--- config.mk ---
export PLATFORM = sky130hd
export DESIGN_NAME = line_substring_filter_top
export DESIGN_NICKNAME = d
export VERILOG_FILES = /design/src/hdl/lsf_pkg.sv /design/src/hdl/lsf_cell.sv /design/src/hdl/lsf_match.sv /design/src/hdl/line_substring_filter_top.sv
export SDC_FILE = /design/constraint.sdc
export NUM_CORES = 1
export LEC_CHECK = 0
export ABC_AREA = 1
export BUFFER_PORTS_ARGS = -buffer_cell sky130_fd_sc_hd__buf_2
export CORE_MARGIN = 3
export CORE_UTILIZATION = 60
export CTS_CLUSTER_DIAMETER = 30
export DETAILED_ROUTE_END_ITERATION = 8
export PLACE_DENSITY = 0.76
export SLEW_MARGIN = 20
export SYNTH_ARGS = -nofsm -noshare
export SYNTH_HDL_FRONTEND = slang
export SYNTH_HIERARCHICAL = 1
export SYNTH_SLANG_ARGS = --single-unit
--- constraint.sdc ---
create_clock -name aclk -period 5.25 [get_ports aclk]
set_input_delay 0.7875 -clock aclk [delete_from_list [all_inputs] [get_ports aclk]]
set_output_delay 0.7875 -clock aclk [all_outputs]
set_load 0.01 [all_outputs]
--- src/hdl/lsf_pkg.sv ---
`timescale 1ns / 1ps

package lsf_pkg;

    localparam int LSF_LINE_MAX   = 63;
    localparam int LSF_BYTE_W     = 8;
    localparam int LSF_PAT_LANES  = 8;
    localparam int LSF_PAT_W      = LSF_PAT_LANES * LSF_BYTE_W;
    localparam int LSF_PLEN_W     = 4;
    localparam int LSF_LEN_W      = 7;
    localparam int LSF_WIN_CELLS  = LSF_PAT_LANES - 1;

    localparam logic [LSF_BYTE_W-1:0] LSF_NEWLINE = 8'd10;
    localparam logic [LSF_LEN_W-1:0]  LSF_LEN_SAT = 7'd127;

    // configuration register indexes
    localparam logic LSF_REG_PATTERN = 1'b0;
    localparam logic LSF_REG_PLEN    = 1'b1;

    typedef struct packed {
        logic [LSF_PAT_W-1:0]  pattern;
        logic [LSF_PLEN_W-1:0] plen;
    } lsf_cfg_t;

    // clamp the pattern length to 1..8
    function automatic logic [LSF_PLEN_W-1:0] lsf_eff_len(input logic [LSF_PLEN_W-1:0] l);
        logic [LSF_PLEN_W-1:0] r;
        r = l;
        if (l == '0) begin
            r = LSF_PLEN_W'(1);
        end else if (l > LSF_PLEN_W'(LSF_PAT_LANES)) begin
            r = LSF_PLEN_W'(LSF_PAT_LANES);
        end
        return r;
    endfunction

endpackage

--- src/hdl/lsf_cell.sv ---
`timescale 1ns / 1ps

module lsf_cell
    import lsf_pkg::*;
#(
    parameter int W = LSF_BYTE_W
) (
    input  logic         aclk,
    input  logic         en,
    input  logic [W-1:0] din,
    output logic [W-1:0] dout
);

    logic [W-1:0] data_reg;

    // one byte of the chain, loaded from its neighbor or from the input
    always_ff @(posedge aclk) begin
        if (en) begin
            data_reg <= din;
        end
    end

    assign dout = data_reg;

endmodule

--- src/hdl/lsf_match.sv ---
`timescale 1ns / 1ps

module lsf_match
    import lsf_pkg::*;
(
    input  logic                  aclk,
    input  logic                  shift_en,
    input  logic [LSF_BYTE_W-1:0] data_byte,
    input  lsf_cfg_t              cfg,
    input  logic [LSF_LEN_W-1:0]  line_len,
    output logic                  hit
);

    logic [LSF_BYTE_W-1:0]    win [LSF_WIN_CELLS];
    logic [LSF_BYTE_W-1:0]    cur [LSF_PAT_LANES];
    logic [LSF_PAT_LANES-1:0] lane_ok;
    logic [LSF_PLEN_W-1:0]    eff_len;
    logic [LSF_LEN_W:0]       seen;

    // window of recent bytes, newest in cell 0
    genvar g;
    generate
        for (g = 0; g < LSF_WIN_CELLS; g++) begin : g_win
            lsf_cell #(.W(LSF_BYTE_W)) u_cell (
                .aclk (aclk),
                .en   (shift_en),
                .din  (cur[g]),
                .dout (win[g])
            );
        end
    endgenerate

    // per-lane compare against the pattern, lanes beyond the length pass
    always_comb begin
        cur[0] = data_byte;
        for (int j = 1; j < LSF_PAT_LANES; j++) begin
            cur[j] = win[j-1];
        end
        eff_len = lsf_eff_len(cfg.plen);
        for (int j = 0; j < LSF_PAT_LANES; j++) begin
            lane_ok[j] = (cur[j] == cfg.pattern[j*LSF_BYTE_W +: LSF_BYTE_W]) ||
                         (LSF_PLEN_W'(j) >= eff_len);
        end
        seen = {1'b0, line_len} + (LSF_LEN_W+1)'(1);
        hit  = (&lane_ok) && (seen >= (LSF_LEN_W+1)'(eff_len));
    end

endmodule

--- src/hdl/line_substring_filter_top.sv ---
`timescale 1ns / 1ps
// channel   direction  tdata                      tlast          tuser
// s_axis    in         [7:0] data_byte            stream_end     -
// m_axis    out        [7:0] out_byte             line_last      [0] line_truncated
// cfg       in         index 0 pattern_bytes, index 1 pattern_length (write only)
//
// One input byte is taken per cycle while no line is being emitted.
// A matching line of n stored bytes (n up to LINE_MAX) is sent as n+1 output
// transactions, one per cycle from the shift chain of store cells; input waits.
// Reset is synchronous and clears control state only; the store needs no clearing.
// An output register holds each result, so m_tready low stalls emission in place.

module line_substring_filter_top
    import lsf_pkg::*;
#(
    parameter int LINE_MAX = LSF_LINE_MAX
) (
    input  logic                  aclk,
    input  logic                  aresetn,
    // cfg write port
    input  logic                  cfg_wr_en,
    input  logic                  cfg_addr,
    input  logic [LSF_PAT_W-1:0]  cfg_wdata,
    // input stream
    input  logic                  s_tvalid,
    output logic                  s_tready,
    input  logic [7:0]            s_tdata,   // [7:0] data_byte
    input  logic                  s_tlast,
    // result stream
    output logic                  m_tvalid,
    input  logic                  m_tready,
    output logic [7:0]            m_tdata,   // [7:0] out_byte
    output logic                  m_tlast,
    output logic [0:0]            m_tuser    // [0] line_truncated
);

    localparam int IDX_W = (LINE_MAX > 1) ? $clog2(LINE_MAX) : 1;
    localparam int CNT_W = $clog2(LINE_MAX + 1);

    localparam logic ST_IDLE = 1'b0;
    localparam logic ST_EMIT = 1'b1;

    lsf_cfg_t              cfg_reg, cfg_next;
    logic                  state_reg, state_next;
    logic [LSF_LEN_W-1:0]  len_reg, len_next;
    logic                  matched_reg, matched_next;
    logic                  ovf_reg, ovf_next;
    logic [CNT_W-1:0]      cnt_reg, cnt_next;
    logic                  trunc_reg, trunc_next;
    logic                  m_valid_reg, m_valid_next;
    logic [7:0]            m_data_reg, m_data_next;
    logic                  m_last_reg, m_last_next;
    logic                  m_user_reg, m_user_next;

    logic                  in_acc;
    logic                  is_nl;
    logic                  close;
    logic                  hit;
    logic                  store_wr;
    logic                  out_load;
    logic                  line_hit;
    logic [LSF_LEN_W-1:0]  len_upd;
    logic [LSF_BYTE_W-1:0] cell_q [LINE_MAX];
    logic [LSF_BYTE_W-1:0] cell_d [LINE_MAX];
    logic [LINE_MAX-1:0]   cell_en;

    assign s_tready = (state_reg == ST_IDLE);
    assign in_acc   = s_tvalid && s_tready;
    assign is_nl    = (s_tdata == LSF_NEWLINE);
    assign close    = in_acc && (is_nl || s_tlast);
    assign store_wr = in_acc && !is_nl && (len_reg < LSF_LEN_W'(LINE_MAX));
    assign out_load = (state_reg == ST_EMIT) && (!m_valid_reg || m_tready);

    // pattern window and compare
    lsf_match u_match (
        .aclk      (aclk),
        .shift_en  (in_acc && !is_nl),
        .data_byte (s_tdata),
        .cfg       (cfg_reg),
        .line_len  (len_reg),
        .hit       (hit)
    );

    // line store: written at the fill position, shifted toward cell 0 on emit
    genvar g;
    generate
        for (g = 0; g < LINE_MAX; g++) begin : g_store
            if (g == LINE_MAX - 1) begin : g_tail
                assign cell_d[g] = s_tdata;
            end else begin : g_body
                assign cell_d[g] = out_load ? cell_q[g+1] : s_tdata;
            end
            assign cell_en[g] = out_load ||
                                (store_wr && (len_reg[IDX_W-1:0] == IDX_W'(g)));
            lsf_cell #(.W(LSF_BYTE_W)) u_cell (
                .aclk (aclk),
                .en   (cell_en[g]),
                .din  (cell_d[g]),
                .dout (cell_q[g])
            );
        end
    endgenerate

    // configuration writes
    always_comb begin
        cfg_next = cfg_reg;
        if (cfg_wr_en) begin
            unique case (cfg_addr)
                LSF_REG_PATTERN: cfg_next.pattern = cfg_wdata;
                LSF_REG_PLEN:    cfg_next.plen    = cfg_wdata[LSF_PLEN_W-1:0];
                default:         cfg_next = cfg_reg;
            endcase
        end
    end

    // line tracking and emission control
    always_comb begin
        state_next   = state_reg;
        len_next     = len_reg;
        matched_next = matched_reg;
        ovf_next     = ovf_reg;
        cnt_next     = cnt_reg;
        trunc_next   = trunc_reg;
        m_valid_next = m_valid_reg;
        m_data_next  = m_data_reg;
        m_last_next  = m_last_reg;
        m_user_next  = m_user_reg;
        len_upd      = len_reg;
        line_hit     = matched_reg;

        if (in_acc && !is_nl) begin
            line_hit = matched_reg || hit;
            if (len_reg < LSF_LEN_SAT) begin
                len_upd = len_reg + LSF_LEN_W'(1);
            end
        end

        if (m_tready) begin
            m_valid_next = 1'b0;
        end

        unique case (state_reg)
            ST_IDLE: begin
                if (in_acc && !is_nl) begin
                    len_next     = len_upd;
                    matched_next = line_hit;
                    if (!store_wr) begin
                        ovf_next = 1'b1;
                    end
                end
                if (close) begin
                    len_next     = '0;
                    matched_next = 1'b0;
                    ovf_next     = 1'b0;
                    if (line_hit) begin
                        state_next = ST_EMIT;
                        trunc_next = ovf_reg || (in_acc && !is_nl && !store_wr);
                        cnt_next   = (len_upd > LSF_LEN_W'(LINE_MAX)) ? CNT_W'(LINE_MAX)
                                                                        : CNT_W'(len_upd);
                    end
                end
            end
            ST_EMIT: begin
                if (out_load) begin
                    m_valid_next = 1'b1;
                    m_user_next  = trunc_reg;
                    if (cnt_reg != '0) begin
                        m_data_next = cell_q[0];
                        m_last_next = 1'b0;
                        cnt_next    = cnt_reg - CNT_W'(1);
                    end else begin
                        m_data_next = LSF_NEWLINE;
                        m_last_next = 1'b1;
                        state_next  = ST_IDLE;
                    end
                end
            end
            default: state_next = ST_IDLE;
        endcase
    end

    // control registers
    always_ff @(posedge aclk) begin
        if (!aresetn) begin
            cfg_reg.pattern <= '0;
            cfg_reg.plen    <= LSF_PLEN_W'(1);
            state_reg       <= ST_IDLE;
            len_reg         <= '0;
            matched_reg     <= 1'b0;
            ovf_reg         <= 1'b0;
            cnt_reg         <= '0;
            trunc_reg       <= 1'b0;
            m_valid_reg     <= 1'b0;
        end else begin
            cfg_reg     <= cfg_next;
            state_reg   <= state_next;
            len_reg     <= len_next;
            matched_reg <= matched_next;
            ovf_reg     <= ovf_next;
            cnt_reg     <= cnt_next;
            trunc_reg   <= trunc_next;
            m_valid_reg <= m_valid_next;
        end
    end

    // output payload
    always_ff @(posedge aclk) begin
        m_data_reg <= m_data_next;
        m_last_reg <= m_last_next;
        m_user_reg <= m_user_next;
    end

    assign m_tvalid   = m_valid_reg;
    assign m_tdata    = m_data_reg;
    assign m_tlast    = m_last_reg;
    assign m_tuser[0] = m_user_reg;

    // a matching line close always starts emission
    a_close_emit: assert property (@(posedge aclk) disable iff (!aresetn)
        (close && line_hit) |=> (state_reg == ST_EMIT))
        else $error("matching line did not start emission");

    // the closing newline ends emission
    a_nl_idle: assert property (@(posedge aclk) disable iff (!aresetn)
        (out_load && cnt_reg == '0) |=> (state_reg == ST_IDLE && m_tlast && m_tvalid))
        else $error("emission did not end on the newline");

    // emit count never exceeds the store
    a_cnt_range: assert property (@(posedge aclk) disable iff (!aresetn)
        (state_reg == ST_EMIT) |-> (cnt_reg <= CNT_W'(LINE_MAX)))
        else $error("emit count beyond the store");

    // no input taken while emitting
    a_no_in_emit: assert property (@(posedge aclk) disable iff (!aresetn)
        (state_reg == ST_EMIT) |-> !in_acc)
        else $error("input accepted during emission");

    // an empty line never carries a match or overflow
    a_empty_line: assert property (@(posedge aclk) disable iff (!aresetn)
        (len_reg == '0) |-> (!matched_reg && !ovf_reg))
        else $error("line state set on an empty line");

endmodule
==> results of run 1 <==
## cell type report
class                   instances  area [sq um]
diodes                          1          2.50
clock buffers                 137          2970
clock inverters                78           996
fillers                      2775         11800
inverters                      79           305
multi-input cells            1634          6970
flip-flops and latches        656         18800
well taps                     585           732
repair buffers                135           841
## cell usage after synthesis
cell type  number
nor2_4          5
o21ai_1        10
nand2_2         2
clkinv_1        1
buf_2          57
ha_1           11
nand3_1        18
xnor2_1        37
o21ai_0       137
clkbuf_1       79
nor3_1          9
inv_1          74
nand4_1         3
nor2_2          4
edfxtp_1      570
buf_4           1
nor2_8          2
a21oi_2         3
dfxtp_1        86
or2_2           2
nand2_1      1156
o21a_1          1
a31oi_1         1
a21oi_1        15
xor2_1         25
nand2_4         4
nand3b_1        1
nand3_2         1
inv_2           4
nor2_1        187
## through the flow
step	utilization [%]	power, mW	cell area [sq um]	hold slack, ns
floorplan	-	6.20	26700	0.409
global placement	63.7	6.33	27700	0.443
detailed placement	63.7	6.35	27700	0.456
CTS	72.8	13.9	31600	0.325
global route	72.9	14.2	31700	0.359
finish	72.9	13.8	31700	0.363
## power by group through the flow
stage	combinational [mW]	sequential [mW]	clock, mW
4_1_cts	0.459	5.81	7.60
2_1_floorplan	0.304	5.89	0
6_report	0.458	5.81	7.54
3_5_place_dp	0.445	5.91	0
3_3_place_gp	0.421	5.91	0
5_1_grt	0.518	5.82	7.87
## layer usage
layer  up-vias  global-route usage [%]
li1       8461                       -
met1      8826                    33.2
met2       739                    42.8
met3       112                    4.79
met4         0                    10.2
met5         -                       0
## worst min-delay path, stage by stage
cell    delay, ns
buf_2        0.08
nor2_1       0.03
nor2_1       0.08
## logic make-up after synthesis
family                     synth area share, %
AOI/OAI and AO/OA                         3.19
xor gates and xnor gates                  2.04
adders and majority gates                0.516
buffers and inverters                     3.32
DFF                                       70.7
and+or+nand+nor                           20.3
## worst paths after layout
| kind | slack (ns) | endpoint | from | cells past startpoint |
|---|---|---|---|---|
| worst min register to register | 0.46 | ovf_reg | ovf_reg | 2 |
| worst max register to register | 2.36 | g_store[46].u_cell/dout[2] | state_reg | 5 |
| worst min-delay path | 0.36 | cfg_reg[21] | cfg_wdata[17] | 3 |
| worst max-delay path | 2.36 | g_store[46].u_cell/dout[2] | state_reg | 5 |
==> impl_metrics.csv, run 1 <==
group,metric,value,unit
cells_and_area,fin_cells,3305,
route,vias,18100,
global_route,grt_pass1_vias,18100,
yosys,synth_area_per_cell,10.6,sq um
sta,fin_crit_sh,55.1,%
route,dr.pass1.iters,5,
cells_and_area,mostFrequentLayoutCells,"1148 x nand2_1, 570 x edfxtp_1, 186 x nor2_1",
route,dr.max_layer_used,"met4",
sta,slew_violations,0,
cells_and_area,drive_gt1_share,13.4,%
clock_network,cts-root-buf,"clkbuf_16",
route,drtIter0Drc,1879,
clock_network,clk_latency,0.66,ns
yosys,postSynthCellCount,2506,
yosys,yosysWarnings,6,
clock_network,cts.hold.buffers_added,0,
power_and_ir_drop,pwr-share-seq,42.1,%
sta,fin_crit,2.89,ns
run,max_cap_violations,0,
route,wl_met2,30100,microns
place,routabilityCongestion,0.869,
power_and_ir_drop,p_switching,2.91,mW
die,ios,91,
setup_path,critPathRequiredTime,5.73,ns
yosys,synth_top_area_share,64.2,%
clock_network,cts_buffers,113,
die,core_area,0.0435,sq mm
route,wl_met3,4100,microns
setup_path,crit_slowest_cell,"inv_8",
global_route,grtUsageTotal,25.5,%
yosys,synth.cell_area,0.0267,sq mm
global_route,grt_pass1_wl,94700,microns
cells_and_area,largest_register_ffs,504,
route,routedWlPerCell,17.9,microns
cells_and_area,final_common_cell,"nand2_1",
route,wl_met1,23400,microns
sta,skew,0.0304,ns
setup_path,cp.arrival,3.37,ns
route,drt_wl_total,59100,microns
sta,worstMarginPinSlew,1.08,ns
sta,setup_viol,0,
cells_and_area,final_nets,2709,
worst_hold_path,hold_class,"primary input to flop",
yosys,ys_seq_area_share,70.7,%
clock_network,clockBufferDepth,3,
sta,hold_viol,0,
power_and_ir_drop,p_leak,12.2,nW
setup_path,crit_type,"flop to flop",
setup_path,crit_chain,"nand2_2, inv_8, buf_12, nand2_1, nand2_1",
place,dpl.cell_count,3089,
place,io_buffers,90,
sta,rsz0062_at_grt,"no",
global_route,grt_max_degree,177,
route,viasPerCell,5.49,
sta,fmax,0.346,GHz
global_route,antenna_found_initial,1,
power_and_ir_drop,comb_power_share,3.3,%
yosys,synth.top_cells.by_area,"edfxtp_1 64%, nand2_1 16%, dfxtp_1 6.5%",
sta,final.setup.worst_slack,2.36,ns
clock_network,cts_tree,"built",
place,dp.final_hpwl,34300,microns
clock_network,h-tree-depth,3,
power_and_ir_drop,intPower,10.9,mW
yosys,yosysTopAreaCell,"edfxtp_1",
clock_network,cts_resized,0,
power_and_ir_drop,swShare,21.1,%
die,start_util,61.3,%
setup_path,cp_max_fo,176,
die,die_width,217,microns
die,die-area,0.0470,sq mm
setup_path,startpoint_type,"flop",
setup_path,cp_top_family,"buffers and inverters",
route,route.detailed.drc,0,
route,antenna_left,0,
yosys,synth_cell_types,30,
setup_path,max_stage_delay,0.89,ns
power_and_ir_drop,p_per_area,436,mW/mm^2
yosys,synth-seq-cells,656,
yosys,synth_nets,2596,
setup_path,cp-end-kind,"flop",
power_and_ir_drop,pwr-share-clk,54.6,%
clock_network,clock_sinks,656,
outcome,status,"finished clean",
clock_network,post-cts-setup-buffers,0,
global_route,overflow,0,
sta,tns,0,ns
power_and_ir_drop,irDropWorstVdd,0.311,mV
cells_and_area,areaGrowthSynthToFinish,18.8,%
die,rows,76,
sta,maxSlewHeadroom,27.7,%
place,dp_slack,1.93,ns
setup_path,crit_top_cell,"nand2_1",
clock_network,clkTransAtPathRegs,0.05,ns
setup_path,path_buf_inv,2,
die,die_h,217,microns
(Power assumes the default switching activity.)
==> inputs of run 2 (changes only) <==
- ABC_AREA: 1 -> 0
- CORE_UTILIZATION: 60 -> 56
- PLACE_DENSITY: 0.76 -> 0.75
- clock period: 5.25 -> 2.4 ns (I/O delays scaled with it)
==> run 2 against run 1 <==
Effect of this change: the flow now finishes with violations (setup timing); highest routed layer unchanged; sequential power rose by 120%; worst setup slack got worse by 2.6 ns; largest cell class unchanged; area after synthesis fell by 0.51%.
==> impl_metrics.csv, run 2 <==
group,metric,value,unit
outcome,status,"finished, violations left",
outcome,violations,"setup timing",
yosys,synthArstFlopShare,0,%
yosys,synth_top_family_by_area,"compound AO/OA/AOI/OAI gates",
clock_network,clockBufferDepth,3,
die,rows,79,
sta,worstMarginPinSlew,1.04,ns
sta,slew_violations,0,
place,io_buffers,90,
route,dr.pass1.iters,6,
global_route,antenna_found_initial,0,
setup_path,cp-end-kind,"flop",
setup_path,r2r_setup_slack,-0.25,ns
sta,fin_crit,2.65,ns
cells_and_area,areaGrowthSynthToFinish,28.8,%
yosys,yosysWarnings,6,
setup_path,cp.arrival,3.21,ns
setup_path,max_stage_delay,0.42,ns
sta,setup_viol,8,
cells_and_area,drive_gt1_share,24.0,%
worst_hold_path,min-delay-start,"s_tdata[1]",
die,die-area,0.0500,sq mm
worst_hold_path,whs_path_depth,2,
setup_path,startpoint_type,"flop",
yosys,synth_edf_count,570,
die,die_h,224,microns
yosys,yosys.area_share.xor_xnor,2.18,%
route,vias,16900,
power_and_ir_drop,irDropWorstVdd,0.934,mV
global_route,grtUsageTotal,24.5,%
die,start_util,56.8,%
sta,rsz0062_at_grt,"yes",
yosys,synth_cell_types,59,
sta,hold_viol,0,
clock_network,cts_tree,"built",
yosys,synth-simple-area-share,4.81,%
yosys,postSynthCellCount,1870,
sta,fin_crit_sh,111,%
clock_network,cts-root-buf,"clkbuf_16",
cells_and_area,diodes,0,
yosys,synth_top_area_share,64.5,%
yosys,ys_seq_area_share,71.0,%
setup_path,cp_max_fo,4,
clock_network,clock_sinks,656,
setup_path,critPathRequiredTime,2.96,ns
yosys,synth_top_flop_cell,"edfxtp_1",
worst_hold_path,hold_end,"u_match/g_win[0].u_cell/dout[1]",
sta,final.setup.worst_slack,-0.254,ns
yosys,synth.top_cells.by_area,"edfxtp_1 65%, a21o_1 14%, dfxtp_1 6.5%",
die,ios,91,
sta,tns,-1.60,ns
yosys,synth.cell_area,0.0265,sq mm
yosys,yosysTopAreaCell,"edfxtp_1",
yosys,synth_nets,1960,
setup_path,worstRegToRegCells,11,
place,dp_slack,-0.439,ns
die,core_area,0.0467,sq mm
place,routabilityCongestion,0.885,
yosys,synth_compound_area_share,19.0,%
clock_network,clk_latency,0.67,ns
worst_hold_path,hold_class,"primary input to flop",
cells_and_area,final_common_cell,"edfxtp_1",
route,drtIter0Drc,1685,
setup_path,crit_slowest_cell,"edfxtp_1",
cells_and_area,finish.instance_area,0.0342,sq mm
clock_network,h-tree-depth,3,
yosys,yosysMostFrequentCell,"edfxtp_1",
route,antenna_left,0,
yosys,synth.mux.area_fraction,0.0377,%
yosys,synthTopCellsByCount,"570 x edfxtp_1, 499 x a21o_1, 170 x nand2_1, 130 x clkbuf_1, 86 x dfxtp_1",
sta,maxSlewHeadroom,30.9,%
place,dp.final_hpwl,33200,microns
setup_path,crit_type,"flop to flop",
die,die_width,224,microns
setup_path,r2r-end,"cnt_reg[3]",
sta,fmax,0.377,GHz
cells_and_area,final_nets,2253,
global_route,grt_pass1_vias,17800,
global_route,grt_max_degree,94,
power_and_ir_drop,p_per_area,920,mW/mm^2
route,viasPerCell,5.89,
clock_network,clkTransAtPathRegs,0.05,ns
yosys,yosys.area_share.adder,0.519,%
route,routedWlPerCell,21.2,microns
setup_path,r2r-start,"u_match/g_win[3].u_cell/dout[3]",
global_route,grt_pass1_wl,96800,microns
clock_network,cts_buffers,117,
yosys,synth-seq-cells,656,
route,drt_wl_total,61100,microns
power_and_ir_drop,p_leak,14.3,nW
sta,whs,0.0295,ns
setup_path,crit_chain,"xor2_1, nor4_2, buf_4, nand2_2, o311a_1, nor4_4, nand2_1, o22ai_2, a21oi_2, and2_1, o21a_1",
sta,skew,0.0312,ns
cells_and_area,mostFrequentLayoutCells,"570 x edfxtp_1, 499 x a21o_1, 161 x nand2_1",
global_route,overflow,0,
run,max_cap_violations,0,
route,route.detailed.drc,0,
cells_and_area,largest_register_ffs,504,
yosys,synth_area_per_cell,14.2,sq um
place,placed_area,0.0291,sq mm
[run 2: cell count changes after synthesis, moves of 43 or more]
| cell | before | now |
|---|---|---|
| o21ai_0 | 137 | 74 |
| clkbuf_1 | 79 | 130 |
| nor2_1 | 187 | 19 |
| nand2_1 | 1156 | 170 |
| inv_1 | 74 | 9 |
| a21boi_0 | 0 | 74 |
| a21o_1 | 0 | 499 |
| buf_2 | 57 | 14 |
[run 2: per-layer routing]
metal | routed length (microns) | track usage (%)
met4 | 1710 | 9.18
met3 | 3790 | 4.81
met1 | 24300 | 31.1
met5 | 0 | 0
met2 | 31300 | 42.2
[run 2: how the worst max path moves through the flow]
stage | startpoint | to | slack, ns | cells after the start
finish | u_match/g_win[3].u_cell/dout[3] | cnt_reg[3] | -0.25 | 11
global route | u_match/g_win[1].u_cell/dout[3] | cnt_reg[4] | -0.39 | 10
CTS | u_match/g_win[3].u_cell/dout[3] | cnt_reg[5] | -0.20 | 11
detailed placement | u_match/g_win[1].u_cell/dout[6] | cnt_reg[2] | -0.44 | 10
global placement | u_match/g_win[1].u_cell/dout[6] | cnt_reg[2] | -0.40 | 10
floorplan | state_reg | g_store[0].u_cell/dout[0] | -0.14 | 7
[run 2: metrics by stage]
| stage | std cells | power [mW] | utilization (%) |
|---|---|---|---|
| after floorplan | 1870 | 13.5 | - |
| after global placement | 2582 | 13.8 | 62.3 |
| after detailed placement | 2582 | 13.9 | 62.3 |
| after CTS | 2873 | 31.5 | 73.1 |
| after global routing | 2873 | 32.2 | 73.2 |
| final | 2873 | 31.4 | 73.2 |
[run 2: repair_timing]
item | CTS | global route
hold buffers | 63 | 0
gates resized for setup | 18 | 15
pin swaps | 16 | 7
endpoints found under the hold margin | 65 | 0
buffers inserted | 6 | 0
setup endpoints to repair | 325 | 386
[run 2: worst max-delay path: cells and delay by family, from the launching register on]
kind	cells	cell delay, ns
xor+xnor	1	0.18
simple gates	5	0.93
buf+inv	1	0.17
compound gates	4	0.83
flops	1	0.42
[run 2: report_power, final]
| part | switching [mW] | internal, mW |
|---|---|---|
| sequential | 0.0886 | 12.5 |
| combinational | 0.613 | 0.574 |
| clock | 5.97 | 11.6 |
[run 2: logic make-up after synthesis]
logic type	count (synthesis)
XOR/XNOR	66
AND/OR/NAND/NOR	275
AO/OA/AOI/OAI	697
flip-flops	656
multiplexers	1
adder cells (fa/ha/maj)	11
buffers and inverters	164
[run 2: area by class of cell]
type	count	area, sq um
sequential	656	18800
fill	2713	12500
multi-input combinational	1050	7350
clock buffer	137	3090
timing repair buffer	327	2910
clock inverter	85	1170
tap	607	759
inverter	11	53.8
==> inputs of run 3 (changes only) <==
- GPL_TIMING_DRIVEN: unset -> 0
==> run 3 against run 2 <==
Effect of this change: non-clock buffer count up 47; the flow still finishes with violations (setup timing); critical path depth unchanged; power up 1.1%; utilization rose by 1.6 points; highest routed layer unchanged; combinational power up 8%.
==> impl_metrics.csv, run 3 (synthesis results as in run 2) <==
group,metric,value,unit
cells_and_area,mostFrequentLayoutCells,"570 x edfxtp_1, 498 x a21o_1, 153 x nand2_1",
die,start_util,56.8,%
power_and_ir_drop,pwr-share-clk,56.2,%
die,core_area,0.0467,sq mm
die,die_width,224,microns
setup_path,crit_chain,"xnor2_1, nand4_1, or4_4, o22a_1, nor4_4, nand2_1, o22ai_2, buf_4, a21o_4, a21oi_2, o21a_1",
clock_network,clk_latency,0.68,ns
global_route,grtUsageTotal,32.4,%
place,io_buffers,89,
cells_and_area,final_nets,2306,
power_and_ir_drop,intPower,24.7,mW
power_and_ir_drop,p_switching,7.10,mW
worst_hold_path,hold_end,"u_match/g_win[0].u_cell/dout[0]",
setup_path,cp_max_fo,5,
sta,setup_viol,16,
sta,fmax,0.361,GHz
setup_path,r2r-end,"cnt_reg[5]",
route,dr.pass1.iters,5,
sta,final.setup.worst_slack,-0.370,ns
outcome,status,"finished, violations left",
global_route,grt_pass1_vias,19000,
power_and_ir_drop,comb_power_share,4.1,%
global_route,grt_max_degree,32,
setup_path,critPathRequiredTime,2.96,ns
place,dpl.cell_count,2566,
power_and_ir_drop,p_per_area,911,mW/mm^2
clock_network,clkTransAtPathRegs,0.04,ns
setup_path,r2r_setup_slack,-0.37,ns
global_route,antenna_found_initial,3,
route,route.detailed.drc,0,
clock_network,clockBufferDepth,3,
setup_path,startpoint_type,"flop",
sta,rsz0062_at_grt,"yes",
power_and_ir_drop,p_leak,14.4,nW
clock_network,cts_tree,"built",
setup_path,crit_slowest_cell,"or4_4",
global_route,grt_pass1_wl,120000,microns
setup_path,r2r-start,"u_match/g_win[1].u_cell/dout[3]",
sta,worstMarginPinSlew,0.835,ns
sta,maxSlewHeadroom,44.4,%
sta,whs,0.0196,ns
setup_path,worstRegToRegCells,11,
route,drtIter0Drc,2499,
clock_network,cts_buffers,121,
sta,fin_crit,2.77,ns
power_and_ir_drop,swShare,22.3,%
die,die-area,0.0500,sq mm
power_and_ir_drop,irDropWorstVdd,0.626,mV
setup_path,cp.arrival,3.33,ns
sta,slew_violations,0,
place,routabilityCongestion,0.980,
outcome,violations,"setup timing",
cells_and_area,final_common_cell,"edfxtp_1",
cells_and_area,fin_cells,2934,
setup_path,crit_type,"flop to flop",
cells_and_area,largest_register_ffs,504,
sta,fin_crit_sh,115,%
global_route,overflow,0,
route,viasPerCell,6.31,
clock_network,cts-root-buf,"clkbuf_16",
setup_path,cp_top_family,"simple AND/OR/NAND/NOR gates",
route,drt_wl_total,81400,microns
sta,hold_viol,0,
route,vias,18500,
die,ios,91,
place,placed_area,0.0279,sq mm
cells_and_area,finish.instance_area,0.0349,sq mm
worst_hold_path,min-delay-start,"s_tdata[0]",
die,rows,79,
cells_and_area,areaGrowthSynthToFinish,31.6,%
setup_path,path_buf_inv,1,
die,die_h,224,microns
setup_path,cp-end-kind,"flop",
sta,skew,0.0265,ns
sta,tns,-2.49,ns
setup_path,max_stage_delay,0.52,ns
worst_hold_path,whs_path_depth,1,
clock_network,h-tree-depth,3,
power_and_ir_drop,power.total,31.8,mW
worst_hold_path,hold_class,"primary input to flop",
route,routedWlPerCell,27.8,microns
run,max_cap_violations,0,
power_and_ir_drop,pwr-share-seq,39.7,%
cells_and_area,drive_gt1_share,24.1,%
place,dp.final_hpwl,48000,microns
clock_network,clock_sinks,656,
route,antenna_left,0,
run 3: changes by cell type in the layout (fill, tap and decap cells not counted), sizes merged, moves of 3 or more:
cell and delta:
clkbuf +117, buf -79, clkinv +7, clkinvlp +6
dlygate4sd3 +6, diode +3, inv +3
run 3: layout make-up:
type	count	area (sq um)
Antenna cell	3	7.51
Buffer	145	652
Multi-Input combinational cell	1050	8040
Sequential cell	656	18800
Timing Repair inverter	2	17.5
Clock inverter	97	1130
Timing Repair Buffer	229	2210
Tap cell	607	759
Fill cell	2580	11800
Clock buffer	134	3160
Inverter	11	67.6
run 3: worst max-delay path by stage:
stage / from / end / depth (start not counted)
final: u_match/g_win[1].u_cell/dout[3] / cnt_reg[5] / 11
after global routing: u_match/g_win[1].u_cell/dout[1] / cnt_reg[5] / 11
after CTS: u_match/g_win[1].u_cell/dout[3] / cnt_reg[5] / 10
after detailed placement: s_tdata[3] / g_store[19].u_cell/dout[0] / 8
after global placement: s_tdata[3] / g_store[51].u_cell/dout[4] / 8
after floorplan: state_reg / g_store[0].u_cell/dout[0] / 7
run 3: layer usage:
layer | vias up | wire length [microns] | track usage (%)
met5 | - | 0 | 0
met4 | 0 | 5090 | 17.8
met3 | 338 | 8420 | 8.53
met2 | 1296 | 39100 | 52.7
met1 | 9150 | 28800 | 39.9
li1 | 7715 | - | -
run 3: metrics by stage:
stage / worst slack (ns) / utilization, %
floorplan: -0.143 / -
global placement: -1.10 / 59.7
detailed placement: -1.17 / 59.7
CTS: -0.314 / 74.3
global route: -0.452 / 74.8
finish: -0.370 / 74.8
run 3: power groups by stage:
stage | Combinational, mW | Sequential (mW) | Clock [mW]
2_1_floorplan | 0.673 | 12.8 | 0
3_3_place_gp | 1.03 | 12.8 | 0
3_5_place_dp | 1.06 | 12.8 | 0
4_1_cts | 1.23 | 12.6 | 17.7
5_1_grt | 1.37 | 12.6 | 18.4
6_report | 1.29 | 12.6 | 17.9
run 3: what timing repair did:
item / in CTS / in global routing
hold buffers: 69 / 0
cloned: 2 / 0
pin swaps: 60 / 22
setup endpoints to repair: 976 / 749
setup buffers: 64 / 7
hold endpoints to repair: 79 / 0
gates resized for setup: 183 / 62
